## src/rtl/core/kngh_pkg.sv

```systemverilog
package kngh_pkg;

  // Field widths
  localparam int unsigned SAMPLE_W   = 24;
  localparam int unsigned LEVEL_W    = SAMPLE_W - 1;
  localparam int unsigned GAIN_FRAC  = 16;
  localparam int unsigned GAIN_W     = GAIN_FRAC + 1;
  localparam int unsigned COEFF_W    = GAIN_FRAC;
  localparam int unsigned HOLD_REG_W = 20;
  localparam int unsigned HOLD_W     = HOLD_REG_W + 1;
  localparam int unsigned MODE_W     = 2;
  localparam int unsigned CFG_IDX_W  = 3;
  localparam int unsigned CFG_DATA_W = LEVEL_W;

  // Queue between front and back
  localparam int unsigned QUEUE_DEPTH = 2;
  localparam int unsigned QPTR_W      = $clog2(QUEUE_DEPTH);
  localparam int unsigned QCNT_W      = $clog2(QUEUE_DEPTH + 1);

  localparam logic [GAIN_W-1:0]  UNITY     = GAIN_W'(1) << GAIN_FRAC;
  localparam logic [LEVEL_W-1:0] LEVEL_MAX = {LEVEL_W{1'b1}};

  // Gate modes
  localparam logic [MODE_W-1:0] MODE_CLOSED  = 2'd0;
  localparam logic [MODE_W-1:0] MODE_OPEN    = 2'd1;
  localparam logic [MODE_W-1:0] MODE_HOLD    = 2'd2;
  localparam logic [MODE_W-1:0] MODE_CLOSING = 2'd3;

  // Register indexes
  localparam logic [CFG_IDX_W-1:0] REG_OPEN_LEVEL    = 3'd0;
  localparam logic [CFG_IDX_W-1:0] REG_CLOSE_LEVEL   = 3'd1;
  localparam logic [CFG_IDX_W-1:0] REG_ATTACK_COEFF  = 3'd2;
  localparam logic [CFG_IDX_W-1:0] REG_RELEASE_COEFF = 3'd3;
  localparam logic [CFG_IDX_W-1:0] REG_HOLD_SAMPLES  = 3'd4;
  localparam logic [CFG_IDX_W-1:0] REG_FLOOR_GAIN    = 3'd5;
  localparam logic [CFG_IDX_W-1:0] REG_GATE_ENABLE   = 3'd6;

  // Key classification made by the front
  typedef enum logic [1:0] {
    CLS_PASS  = 2'd0,
    CLS_OPEN  = 2'd1,
    CLS_BELOW = 2'd2,
    CLS_ZONE  = 2'd3
  } cls_e;

  typedef struct packed {
    logic [LEVEL_W-1:0]    open_level;
    logic [LEVEL_W-1:0]    close_level;
    logic [COEFF_W-1:0]    attack_coeff;
    logic [COEFF_W-1:0]    release_coeff;
    logic [HOLD_REG_W-1:0] hold_samples;
    logic [GAIN_W-1:0]     floor_gain;
    logic                  gate_enable;
  } cfg_t;

  typedef struct packed {
    cls_e                       cls;
    logic signed [SAMPLE_W-1:0] sig;
    logic                       last;
  } entry_t;

endpackage

```

## src/rtl/core/keyed_noise_gate_hold_release_unit.sv

```systemverilog
// Channel  | Dir | Handshake                 | Payload
// s_axis   | in  | s_axis_tvalid/tready      | tdata: key_sample, signal_sample; tlast
// m_axis   | out | m_axis_tvalid/tready      | tdata: out_sample; tuser: gate_mode; tlast
// cfg      | in  | cfg_we_i                  | cfg_idx_i, cfg_wdata_i
//
// A word enters a two-deep queue after the key is classified; the envelope update
// (one 16x17 multiply) is made as it leaves the queue into the gain stage register,
// and the gain multiply (24x18) then fills the output register, so a result passes
// the queue, the gain stage and the output register; up to one word per cycle
// while the output is taken.
// Reset clears gate state, queue and valid flags, and loads register defaults.
// Either side may stall; the queue and the output register hold their words.
module keyed_noise_gate_hold_release_unit (
  input  logic                               clk_i,
  input  logic                               rst_ni,
  input  logic                               s_axis_tvalid,
  output logic                               s_axis_tready,
  input  logic [2*kngh_pkg::SAMPLE_W-1:0]    s_axis_tdata, // key_sample, signal_sample
  input  logic                               s_axis_tlast, // frame_last
  output logic                               m_axis_tvalid,
  input  logic                               m_axis_tready,
  output logic [kngh_pkg::SAMPLE_W-1:0]      m_axis_tdata, // out_sample
  output logic [kngh_pkg::MODE_W-1:0]        m_axis_tuser, // gate_mode
  output logic                               m_axis_tlast, // frame_last_out
  input  logic                               cfg_we_i,
  input  logic [kngh_pkg::CFG_IDX_W-1:0]     cfg_idx_i,
  input  logic [kngh_pkg::CFG_DATA_W-1:0]    cfg_wdata_i
);

  kngh_pkg::cfg_t   cfg_q;
  kngh_pkg::entry_t push_entry, head;
  logic             push, full, q_valid, pop;

  // Register file
  always_ff @(posedge clk_i or negedge rst_ni) begin
    if (!rst_ni) begin
      cfg_q.open_level    <= kngh_pkg::LEVEL_W'(8388);
      cfg_q.close_level   <= kngh_pkg::LEVEL_W'(4194);
      cfg_q.attack_coeff  <= '0;
      cfg_q.release_coeff <= kngh_pkg::COEFF_W'(65000);
      cfg_q.hold_samples  <= kngh_pkg::HOLD_REG_W'(2205);
      cfg_q.floor_gain    <= '0;
      cfg_q.gate_enable   <= 1'b1;
    end else if (cfg_we_i) begin
      unique case (cfg_idx_i)
        kngh_pkg::REG_OPEN_LEVEL:    cfg_q.open_level    <= cfg_wdata_i;
        kngh_pkg::REG_CLOSE_LEVEL:   cfg_q.close_level   <= cfg_wdata_i;
        kngh_pkg::REG_ATTACK_COEFF:
          cfg_q.attack_coeff  <= cfg_wdata_i[kngh_pkg::COEFF_W-1:0];
        kngh_pkg::REG_RELEASE_COEFF:
          cfg_q.release_coeff <= cfg_wdata_i[kngh_pkg::COEFF_W-1:0];
        kngh_pkg::REG_HOLD_SAMPLES:
          cfg_q.hold_samples  <= cfg_wdata_i[kngh_pkg::HOLD_REG_W-1:0];
        kngh_pkg::REG_FLOOR_GAIN:
          cfg_q.floor_gain    <= cfg_wdata_i[kngh_pkg::GAIN_W-1:0];
        kngh_pkg::REG_GATE_ENABLE:   cfg_q.gate_enable   <= cfg_wdata_i[0];
        default: begin
        end
      endcase
    end
  end

  kngh_front u_front (
    .s_axis_tvalid (s_axis_tvalid),
    .s_axis_tready (s_axis_tready),
    .s_axis_tdata  (s_axis_tdata),
    .s_axis_tlast  (s_axis_tlast),
    .cfg_i         (cfg_q),
    .push_o        (push),
    .entry_o       (push_entry),
    .full_i        (full)
  );

  kngh_queue u_queue (
    .clk_i   (clk_i),
    .rst_ni  (rst_ni),
    .push_i  (push),
    .entry_i (push_entry),
    .full_o  (full),
    .pop_i   (pop),
    .valid_o (q_valid),
    .head_o  (head)
  );

  kngh_back u_back (
    .clk_i         (clk_i),
    .rst_ni        (rst_ni),
    .cfg_i         (cfg_q),
    .q_valid_i     (q_valid),
    .head_i        (head),
    .pop_o         (pop),
    .m_axis_tvalid (m_axis_tvalid),
    .m_axis_tready (m_axis_tready),
    .m_axis_tdata  (m_axis_tdata),
    .m_axis_tuser  (m_axis_tuser),
    .m_axis_tlast  (m_axis_tlast)
  );

endmodule

```

## src/rtl/core/kngh_front.sv

```systemverilog
module kngh_front (
  input  logic                          s_axis_tvalid,
  output logic                          s_axis_tready,
  input  logic [2*kngh_pkg::SAMPLE_W-1:0] s_axis_tdata, // key_sample, signal_sample
  input  logic                          s_axis_tlast,  // frame_last
  input  kngh_pkg::cfg_t                cfg_i,
  output logic                          push_o,
  output kngh_pkg::entry_t              entry_o,
  input  logic                          full_i
);

  logic [kngh_pkg::SAMPLE_W-1:0] key;
  logic [kngh_pkg::SAMPLE_W-1:0] key_abs;
  logic [kngh_pkg::LEVEL_W-1:0]  mag;

  assign key = s_axis_tdata[kngh_pkg::SAMPLE_W-1:0];

  // Key magnitude, most negative key saturates to the largest positive sample
  assign key_abs = key[kngh_pkg::SAMPLE_W-1] ? (~key + 1'b1) : key;
  assign mag     = key_abs[kngh_pkg::SAMPLE_W-1] ? kngh_pkg::LEVEL_MAX
                                                 : key_abs[kngh_pkg::LEVEL_W-1:0];

  // Classify: pass when the gate is disabled, else open test first, then close level, else hysteresis zone
  always_comb begin
    entry_o.sig  = s_axis_tdata[2*kngh_pkg::SAMPLE_W-1:kngh_pkg::SAMPLE_W];
    entry_o.last = s_axis_tlast;
    if (!cfg_i.gate_enable) begin
      entry_o.cls = kngh_pkg::CLS_PASS;
    end else if (mag >= cfg_i.open_level) begin
      entry_o.cls = kngh_pkg::CLS_OPEN;
    end else if (mag < cfg_i.close_level) begin
      entry_o.cls = kngh_pkg::CLS_BELOW;
    end else begin
      entry_o.cls = kngh_pkg::CLS_ZONE;
    end
  end

  assign s_axis_tready = !full_i;
  assign push_o        = s_axis_tvalid && !full_i;

endmodule

```

## src/rtl/core/kngh_queue.sv

```systemverilog
module kngh_queue (
  input  logic             clk_i,
  input  logic             rst_ni,
  input  logic             push_i,
  input  kngh_pkg::entry_t entry_i,
  output logic             full_o,
  input  logic             pop_i,
  output logic             valid_o,
  output kngh_pkg::entry_t head_o
);

  kngh_pkg::entry_t                mem_q [kngh_pkg::QUEUE_DEPTH];
  logic [kngh_pkg::QPTR_W-1:0]     wr_ptr_q, rd_ptr_q;
  logic [kngh_pkg::QCNT_W-1:0]     count_q;

  assign full_o  = (count_q == kngh_pkg::QCNT_W'(kngh_pkg::QUEUE_DEPTH));
  assign valid_o = (count_q != '0);
  assign head_o  = mem_q[rd_ptr_q];

  // Word storage
  always_ff @(posedge clk_i) begin
    if (push_i) begin
      mem_q[wr_ptr_q] <= entry_i;
    end
  end

  // Pointers and fill count
  always_ff @(posedge clk_i or negedge rst_ni) begin
    if (!rst_ni) begin
      wr_ptr_q <= '0;
      rd_ptr_q <= '0;
      count_q  <= '0;
    end else begin
      if (push_i) begin
        wr_ptr_q <= (wr_ptr_q == kngh_pkg::QPTR_W'(kngh_pkg::QUEUE_DEPTH - 1))
                    ? '0 : wr_ptr_q + 1'b1;
      end
      if (pop_i) begin
        rd_ptr_q <= (rd_ptr_q == kngh_pkg::QPTR_W'(kngh_pkg::QUEUE_DEPTH - 1))
                    ? '0 : rd_ptr_q + 1'b1;
      end
      if (push_i && !pop_i) begin
        count_q <= count_q + 1'b1;
      end else if (pop_i && !push_i) begin
        count_q <= count_q - 1'b1;
      end
    end
  end

  // Never more words than slots, and no pop of an empty queue
  a_count_bound: assert property (@(posedge clk_i) disable iff (!rst_ni)
    count_q <= kngh_pkg::QCNT_W'(kngh_pkg::QUEUE_DEPTH))
    else $error("queue count overflow");

  a_no_empty_pop: assert property (@(posedge clk_i) disable iff (!rst_ni)
    pop_i |-> valid_o)
    else $error("pop from empty queue");

endmodule

```

## src/rtl/core/kngh_back.sv

```systemverilog
module kngh_back (
  input  logic                          clk_i,
  input  logic                          rst_ni,
  input  kngh_pkg::cfg_t                cfg_i,
  input  logic                          q_valid_i,
  input  kngh_pkg::entry_t              head_i,
  output logic                          pop_o,
  output logic                          m_axis_tvalid,
  input  logic                          m_axis_tready,
  output logic [kngh_pkg::SAMPLE_W-1:0] m_axis_tdata, // out_sample
  output logic [kngh_pkg::MODE_W-1:0]   m_axis_tuser, // gate_mode
  output logic                          m_axis_tlast  // frame_last_out
);

  localparam int unsigned EPROD_W = kngh_pkg::COEFF_W + kngh_pkg::GAIN_W;
  localparam int unsigned GPROD_W = kngh_pkg::SAMPLE_W + kngh_pkg::GAIN_W + 1;

  // Gate state
  logic [kngh_pkg::MODE_W-1:0] mode_q, mode_d;
  logic [kngh_pkg::GAIN_W-1:0] env_q, env_d;
  logic [kngh_pkg::HOLD_W-1:0] hold_q, hold_d;

  // Gain stage
  logic                               p_valid_q;
  logic                               p_pass_q;
  logic signed [kngh_pkg::SAMPLE_W-1:0] p_sig_q;
  logic                               p_last_q;

  // Output register
  logic                          out_valid_q;
  logic [kngh_pkg::SAMPLE_W-1:0] out_sample_q;
  logic [kngh_pkg::MODE_W-1:0]   out_mode_q;
  logic                          out_last_q;

  logic                          p_adv;
  logic [kngh_pkg::GAIN_W-1:0]   floor_v;
  logic [kngh_pkg::COEFF_W-1:0]  coeff;
  logic [EPROD_W-1:0]            env_prod;
  logic [kngh_pkg::GAIN_W-1:0]   env_scaled;
  logic [kngh_pkg::GAIN_W-1:0]   attack_env;
  logic                          hold_done;
  logic signed [GPROD_W-1:0]     gain_prod;

  assign p_adv = p_valid_q && (!out_valid_q || m_axis_tready);
  assign pop_o = q_valid_i && (!p_valid_q || p_adv);

  // Floor gain clamped to unity
  assign floor_v = (cfg_i.floor_gain > kngh_pkg::UNITY) ? kngh_pkg::UNITY
                                                        : cfg_i.floor_gain;

  // One multiplier serves both attack and release
  assign coeff      = (head_i.cls == kngh_pkg::CLS_OPEN) ? cfg_i.attack_coeff
                                                         : cfg_i.release_coeff;
  assign env_prod   = {{kngh_pkg::GAIN_W{1'b0}}, coeff} *
                      {{kngh_pkg::COEFF_W{1'b0}}, env_q};
  assign env_scaled = env_prod[EPROD_W-1:kngh_pkg::GAIN_FRAC];
  assign attack_env = (kngh_pkg::UNITY - {1'b0, cfg_i.attack_coeff}) + env_scaled;
  assign hold_done  = (hold_q <= kngh_pkg::HOLD_W'(1));

  // Envelope, hold and mode update for the word leaving the queue
  always_comb begin
    mode_d = mode_q;
    env_d  = env_q;
    hold_d = hold_q;
    if (pop_o) begin
      unique case (head_i.cls)
        kngh_pkg::CLS_PASS: begin
        end
        kngh_pkg::CLS_OPEN: begin
          mode_d = kngh_pkg::MODE_OPEN;
          hold_d = {1'b0, cfg_i.hold_samples};
          env_d  = attack_env;
        end
        kngh_pkg::CLS_BELOW: begin
          case (mode_q) inside
            kngh_pkg::MODE_OPEN, kngh_pkg::MODE_HOLD: begin
              mode_d = hold_done ? kngh_pkg::MODE_CLOSING : kngh_pkg::MODE_HOLD;
              hold_d = hold_done ? '0 : hold_q - 1'b1;
            end
            kngh_pkg::MODE_CLOSING: begin
              env_d = env_scaled;
              if (env_scaled < floor_v) begin
                env_d  = floor_v;
                mode_d = kngh_pkg::MODE_CLOSED;
              end
            end
            default: begin
              env_d = floor_v;
            end
          endcase
        end
        kngh_pkg::CLS_ZONE: begin
          case (mode_q)
            kngh_pkg::MODE_HOLD: begin
              mode_d = hold_done ? kngh_pkg::MODE_CLOSING : kngh_pkg::MODE_HOLD;
              hold_d = hold_done ? '0 : hold_q - 1'b1;
            end
            kngh_pkg::MODE_CLOSING: begin
              env_d = env_scaled;
              if (env_scaled < floor_v) begin
                env_d  = floor_v;
                mode_d = kngh_pkg::MODE_CLOSED;
              end
            end
            default: begin
            end
          endcase
        end
        default: begin
        end
      endcase
      // a zero envelope snaps to the floor, except on pass words
      if ((head_i.cls != kngh_pkg::CLS_PASS) && (env_d == '0)) begin
        env_d = floor_v;
      end
    end
  end

  always_ff @(posedge clk_i or negedge rst_ni) begin
    if (!rst_ni) begin
      mode_q <= kngh_pkg::MODE_CLOSED;
      env_q  <= '0;
      hold_q <= '0;
    end else begin
      mode_q <= mode_d;
      env_q  <= env_d;
      hold_q <= hold_d;
    end
  end

  // Gain stage holds the sample while the envelope settles
  always_ff @(posedge clk_i or negedge rst_ni) begin
    if (!rst_ni) begin
      p_valid_q <= 1'b0;
    end else if (pop_o) begin
      p_valid_q <= 1'b1;
    end else if (p_adv) begin
      p_valid_q <= 1'b0;
    end
  end

  always_ff @(posedge clk_i) begin
    if (pop_o) begin
      p_pass_q <= (head_i.cls == kngh_pkg::CLS_PASS);
      p_sig_q  <= head_i.sig;
      p_last_q <= head_i.last;
    end
  end

  // Signed sample times unsigned gain, arithmetic shift floors the result
  assign gain_prod = $signed({{(GPROD_W-kngh_pkg::SAMPLE_W){p_sig_q[kngh_pkg::SAMPLE_W-1]}},
                              p_sig_q})
                   * $signed({{(GPROD_W-kngh_pkg::GAIN_W){1'b0}}, env_q});

  always_ff @(posedge clk_i or negedge rst_ni) begin
    if (!rst_ni) begin
      out_valid_q <= 1'b0;
    end else if (p_adv) begin
      out_valid_q <= 1'b1;
    end else if (m_axis_tready) begin
      out_valid_q <= 1'b0;
    end
  end

  always_ff @(posedge clk_i) begin
    if (p_adv) begin
      out_sample_q <= p_pass_q ? p_sig_q
                    : gain_prod[kngh_pkg::GAIN_FRAC+kngh_pkg::SAMPLE_W-1:kngh_pkg::GAIN_FRAC];
      out_mode_q   <= mode_q;
      out_last_q   <= p_last_q;
    end
  end

  assign m_axis_tvalid = out_valid_q;
  assign m_axis_tdata  = out_sample_q;
  assign m_axis_tuser  = out_mode_q;
  assign m_axis_tlast  = out_last_q;

  // Envelope never rises above unity
  a_env_bound: assert property (@(posedge clk_i) disable iff (!rst_ni)
    env_q <= kngh_pkg::UNITY)
    else $error("envelope above unity");

  // A running hold count only exists while open or holding
  a_hold_mode: assert property (@(posedge clk_i) disable iff (!rst_ni)
    (hold_q != '0) |-> (mode_q == kngh_pkg::MODE_OPEN || mode_q == kngh_pkg::MODE_HOLD))
    else $error("hold count outside open or hold");

  // A new result only comes from an occupied gain stage
  a_out_source: assert property (@(posedge clk_i) disable iff (!rst_ni)
    $rose(out_valid_q) |-> $past(p_valid_q))
    else $error("result without gain stage word");

endmodule
```

## config.mk

```make
export PLATFORM = sky130hd
export DESIGN_NAME = keyed_noise_gate_hold_release_unit
export DESIGN_NICKNAME = d
export VERILOG_FILES = /design/src/rtl/core/kngh_pkg.sv /design/src/rtl/core/keyed_noise_gate_hold_release_unit.sv /design/src/rtl/core/kngh_front.sv /design/src/rtl/core/kngh_queue.sv /design/src/rtl/core/kngh_back.sv
export SDC_FILE = /design/constraint.sdc
export NUM_CORES = 2
export LEC_CHECK = 0
export ABC_CLOCK_PERIOD_IN_PS = 14800
export BUFFER_PORTS_ARGS = -buffer_cell sky130_fd_sc_hd__clkbuf_2
export CAP_MARGIN = 30
export CELL_PAD_IN_SITES_DETAIL_PLACEMENT = 0
export CELL_PAD_IN_SITES_GLOBAL_PLACEMENT = 1
export CORE_ASPECT_RATIO = 1.2
export CORE_UTILIZATION = 35
export CTS_BUF_LIST = sky130_fd_sc_hd__clkbuf_8
export DETAILED_ROUTE_END_ITERATION = 10
export PLACE_DENSITY_LB_ADDON = 0.1
export SLEW_MARGIN = 5
export SYNTH_ARGS = -nofsm -noshare
export SYNTH_HDL_FRONTEND = slang
export SYNTH_HIERARCHICAL = 1
export SYNTH_SLANG_ARGS = --single-unit
```

## constraint.sdc

```tcl
create_clock -name clk_i -period 14.8 [get_ports clk_i]
set_clock_uncertainty 0.1 [all_clocks]
set_input_delay 0.74 -clock clk_i [delete_from_list [all_inputs] [get_ports clk_i]]
set_output_delay 0.74 -clock clk_i [all_outputs]
set_load 0.02 [all_outputs]
```

==> results.md <==
* Number of global-route vias before repair at 29810
* Htree depth at 2
* Hold_buf cts at 2
* Total negative slack at 0 ns
* CP arrival at 12.61 ns
* Clk Latency, worst-skew pair at ~0.75 ns
* Post_cts resized at 0
* Detailed router's first-iteration violation count at 1177
* Post-DRT Antenna Nets at 0
* Placeable Area at between 0.1 and 0.15 mm²
* Gr usage total at about a fifth
* CTS tree: done
* Final Cycle Share at about 82%
* Final WS setup at between 2 and 3 ns
* Status: complete, no violations
* Final hold violations at 0
* Worst-Margin Slew at roughly 1.0 ns
* Tmin final at about 12 ns
* Clk buf depth at 3
* Kind of end point of the critical path: flop
* Post-synth top flop: dfrtp_1
* Die outline width at just over 300 µm
* Unrepaired setup endpoints after global routing: no
* Ports at roughly 110
* Rows at around 130
* Root Driver: clkbuf_8
* Ys async rst share at 60.2%
* Max cap viols at 0
* CP max stage delay at approximately 0.6 ns
* Slowest stage cell, crit path: a21oi_2
* Crit path launch type: flop
* Setup CP Type: reg -> reg
* Cells after Synth at between 3000 and 4000
* Die area at 0.110 mm²
* Layout cells sized above 1 at 11.9%
* Post-DP HPWL at around 85000 µm
* Synth top area share at 31.2%
* Sequential element share of the synthesized area at a little under a fifth
* Fillers at about 11000
* TritonRoute pass-1 iters at 5
* Area contributors post-synth: fa_1 31%, ha_1 9.7%, dfrtp_1 8.9%, edfxtp_1 8.4%, inv_1 7.4%
* Antenna violations before repair at 4
* Syn_area_per_cell at about 9.6 µm²
* PortBufs at 108
* TritonCTS Buffers at 52
* Vias at around 27000
* Vias/cell at between 4 and 5
* Largest net degree at the start of global routing at 65
* Area grow syn2layout at 7.84%
* Area leader, netlist: fa_1
* Fmax achieved at approximately 83 MHz
* Total grt overflow at 0
* Routed WL per cell at roughly 20 µm
* First-pass GRT wire length at 175000 µm
* Synthesized cell area at approximately 0.038 mm²
* Crit path max fanout at 35
* Post-CTS Setup Bufs at 0
* Req. time, crit path at between 15 and 20 ns
* Hold WC Path Type: in -> reg
* Pre-CTS setup slack at roughly 2.6 ns
* Drt total wl at between 100000 and 150000 µm
* RD Place Congestion at about 0.86
* CTS sink cnt at 269
* Post-Syn Nets at 4955
* Clk slew on worst S/H paths at approximately 0.060 ns
* Final setup fails at 0
* Synth Warn # at 6
* FF+latch count, synth at 269
* Slew margin rel. at between 30% and 40%
* Post-synth EDFFs at ~110
* Final nets at 4963
* Unique masters post-synth at approximately 100
* Initial core utilization at between 30% and 40%
* Die Y at 364 µm
* Pins Over Slew Limit at 0
* DRC at 0
[critical path, delay by kind of cell (launching register included)]
family / cells / cell delay (ns)
buf+inv: 10 / 1.77
xor+xnor: 1 / 0.35
flops: 1 / 0.36
simple gates: 14 / 3.18
mux: 1 / 0.43
compound gates: 8 / 2.11
fa+ha+maj: 8 / 3.56
[cell type report]
type,count,area [µm²],share of cell area (%)
multi-input cells,2736,27000,65.6
clock buffers,63,867,2.10
inverters,752,2830,6.86
clock inverters,29,250,0.607
flip-flops and latches,269,7300,17.7
repair buffers,182,1170,2.84
diodes,2,5.00,0.0121
well taps,1407,1760,4.27
[logic make-up (layout without fill, tap and decap cells)]
group	Yosys count	in the layout	share of synthesized area (%)
flops	269	269	19.1
xor+xnor	73	73	1.67
compound gates	472	472	8.40
buf+inv	980	1026	10.3
fa+ha+maj	890	890	40.8
simple gates	1141	1141	14.8
other cells	0	2	0
mux	160	160	4.90
[placed cells by master (no fill, tap or decap), drive strengths merged, types with 57 or more instances in the layout]
master	n
a21oi	113
and2	244
buf	73
clkbuf	170
dfrtp	136
edfxtp	107
fa	595
ha	295
inv	772
mux2	147
nand2	550
nor2	77
nor2b	57
o21ai	121
[per-layer routing]
layer | vias to the layer above | part of all wire [%] | global-route usage (%)
met3 | 107 | 2.9 | 1.95
met2 | 408 | 52 | 38.5
li1 | 12619 | - | -
met5 | - | 0.016 | 0
met4 | 2 | 1.9 | 4.70
met1 | 13923 | 43 | 25.4
[state kept, by name (all words and copies together), names as in the netlist, 2 cells and up]
signal,cells
u_back/m_axis_tdata,24
u_queue/count_q,2
u_back/mode_q,2
u_back/hold_q,21
cfg_q,116
u_back/m_axis_tuser,2
u_queue/mem_q,54
u_back/env_q,17
u_back/p_sig_q,24
[synth_stat cells, drive strengths merged, types with 26 or more instances]
| library cell | count |
|---|---|
| o21ai | 121 |
| nand2 | 550 |
| dfstp | 26 |
| edfxtp | 107 |
| mux2 | 147 |
| inv | 751 |
| a21oi | 113 |
| nor2 | 77 |
| xnor2 | 31 |
| nor3 | 36 |
| xor2 | 42 |
| ha | 295 |
| clkbuf | 175 |
| dfrtp | 136 |
| nand3 | 32 |
| a21o | 28 |
| nor2b | 57 |
| fa | 595 |
| buf | 53 |
| o31ai | 39 |
| and2 | 244 |
| nand2b | 29 |
[final timing paths]
check,from,endpoint,slack [ns],depth (start not counted)
worst max-delay path,u_queue/rd_ptr_q,u_back/env_q[4],2.71,42
worst min-delay path,s_axis_tdata[27],u_queue/mem_q[0][4],0.09,1
worst max register to register,u_queue/rd_ptr_q,u_back/env_q[4],2.71,42
worst min register to register,u_back/p_last_q,u_back/m_axis_tlast,0.35,0
max in group asynchronous,rst_ni,cfg_q[69],12.79,3
min in group asynchronous,rst_ni,cfg_q[112],0.44,2
[metrics by stage]
step / area, µm² / instances / utilization [%] / hold WS, ns
detailed placement: 40100 / 5344 / 37.1 / 0.305
global route: 41200 / 5439 / 38.1 / 0.0414
CTS: 41200 / 5438 / 38.1 / 0.00344
floorplan: 38200 / 3985 / - / 0.300
finish: 41200 / 5440 / 38.1 / 0.0867
global placement: 40000 / 5339 / 37.0 / 0.301
Power is left out: the tool's default activity adds up to more than one toggle a clock period on the data nets, which glitch-free logic cannot reach.
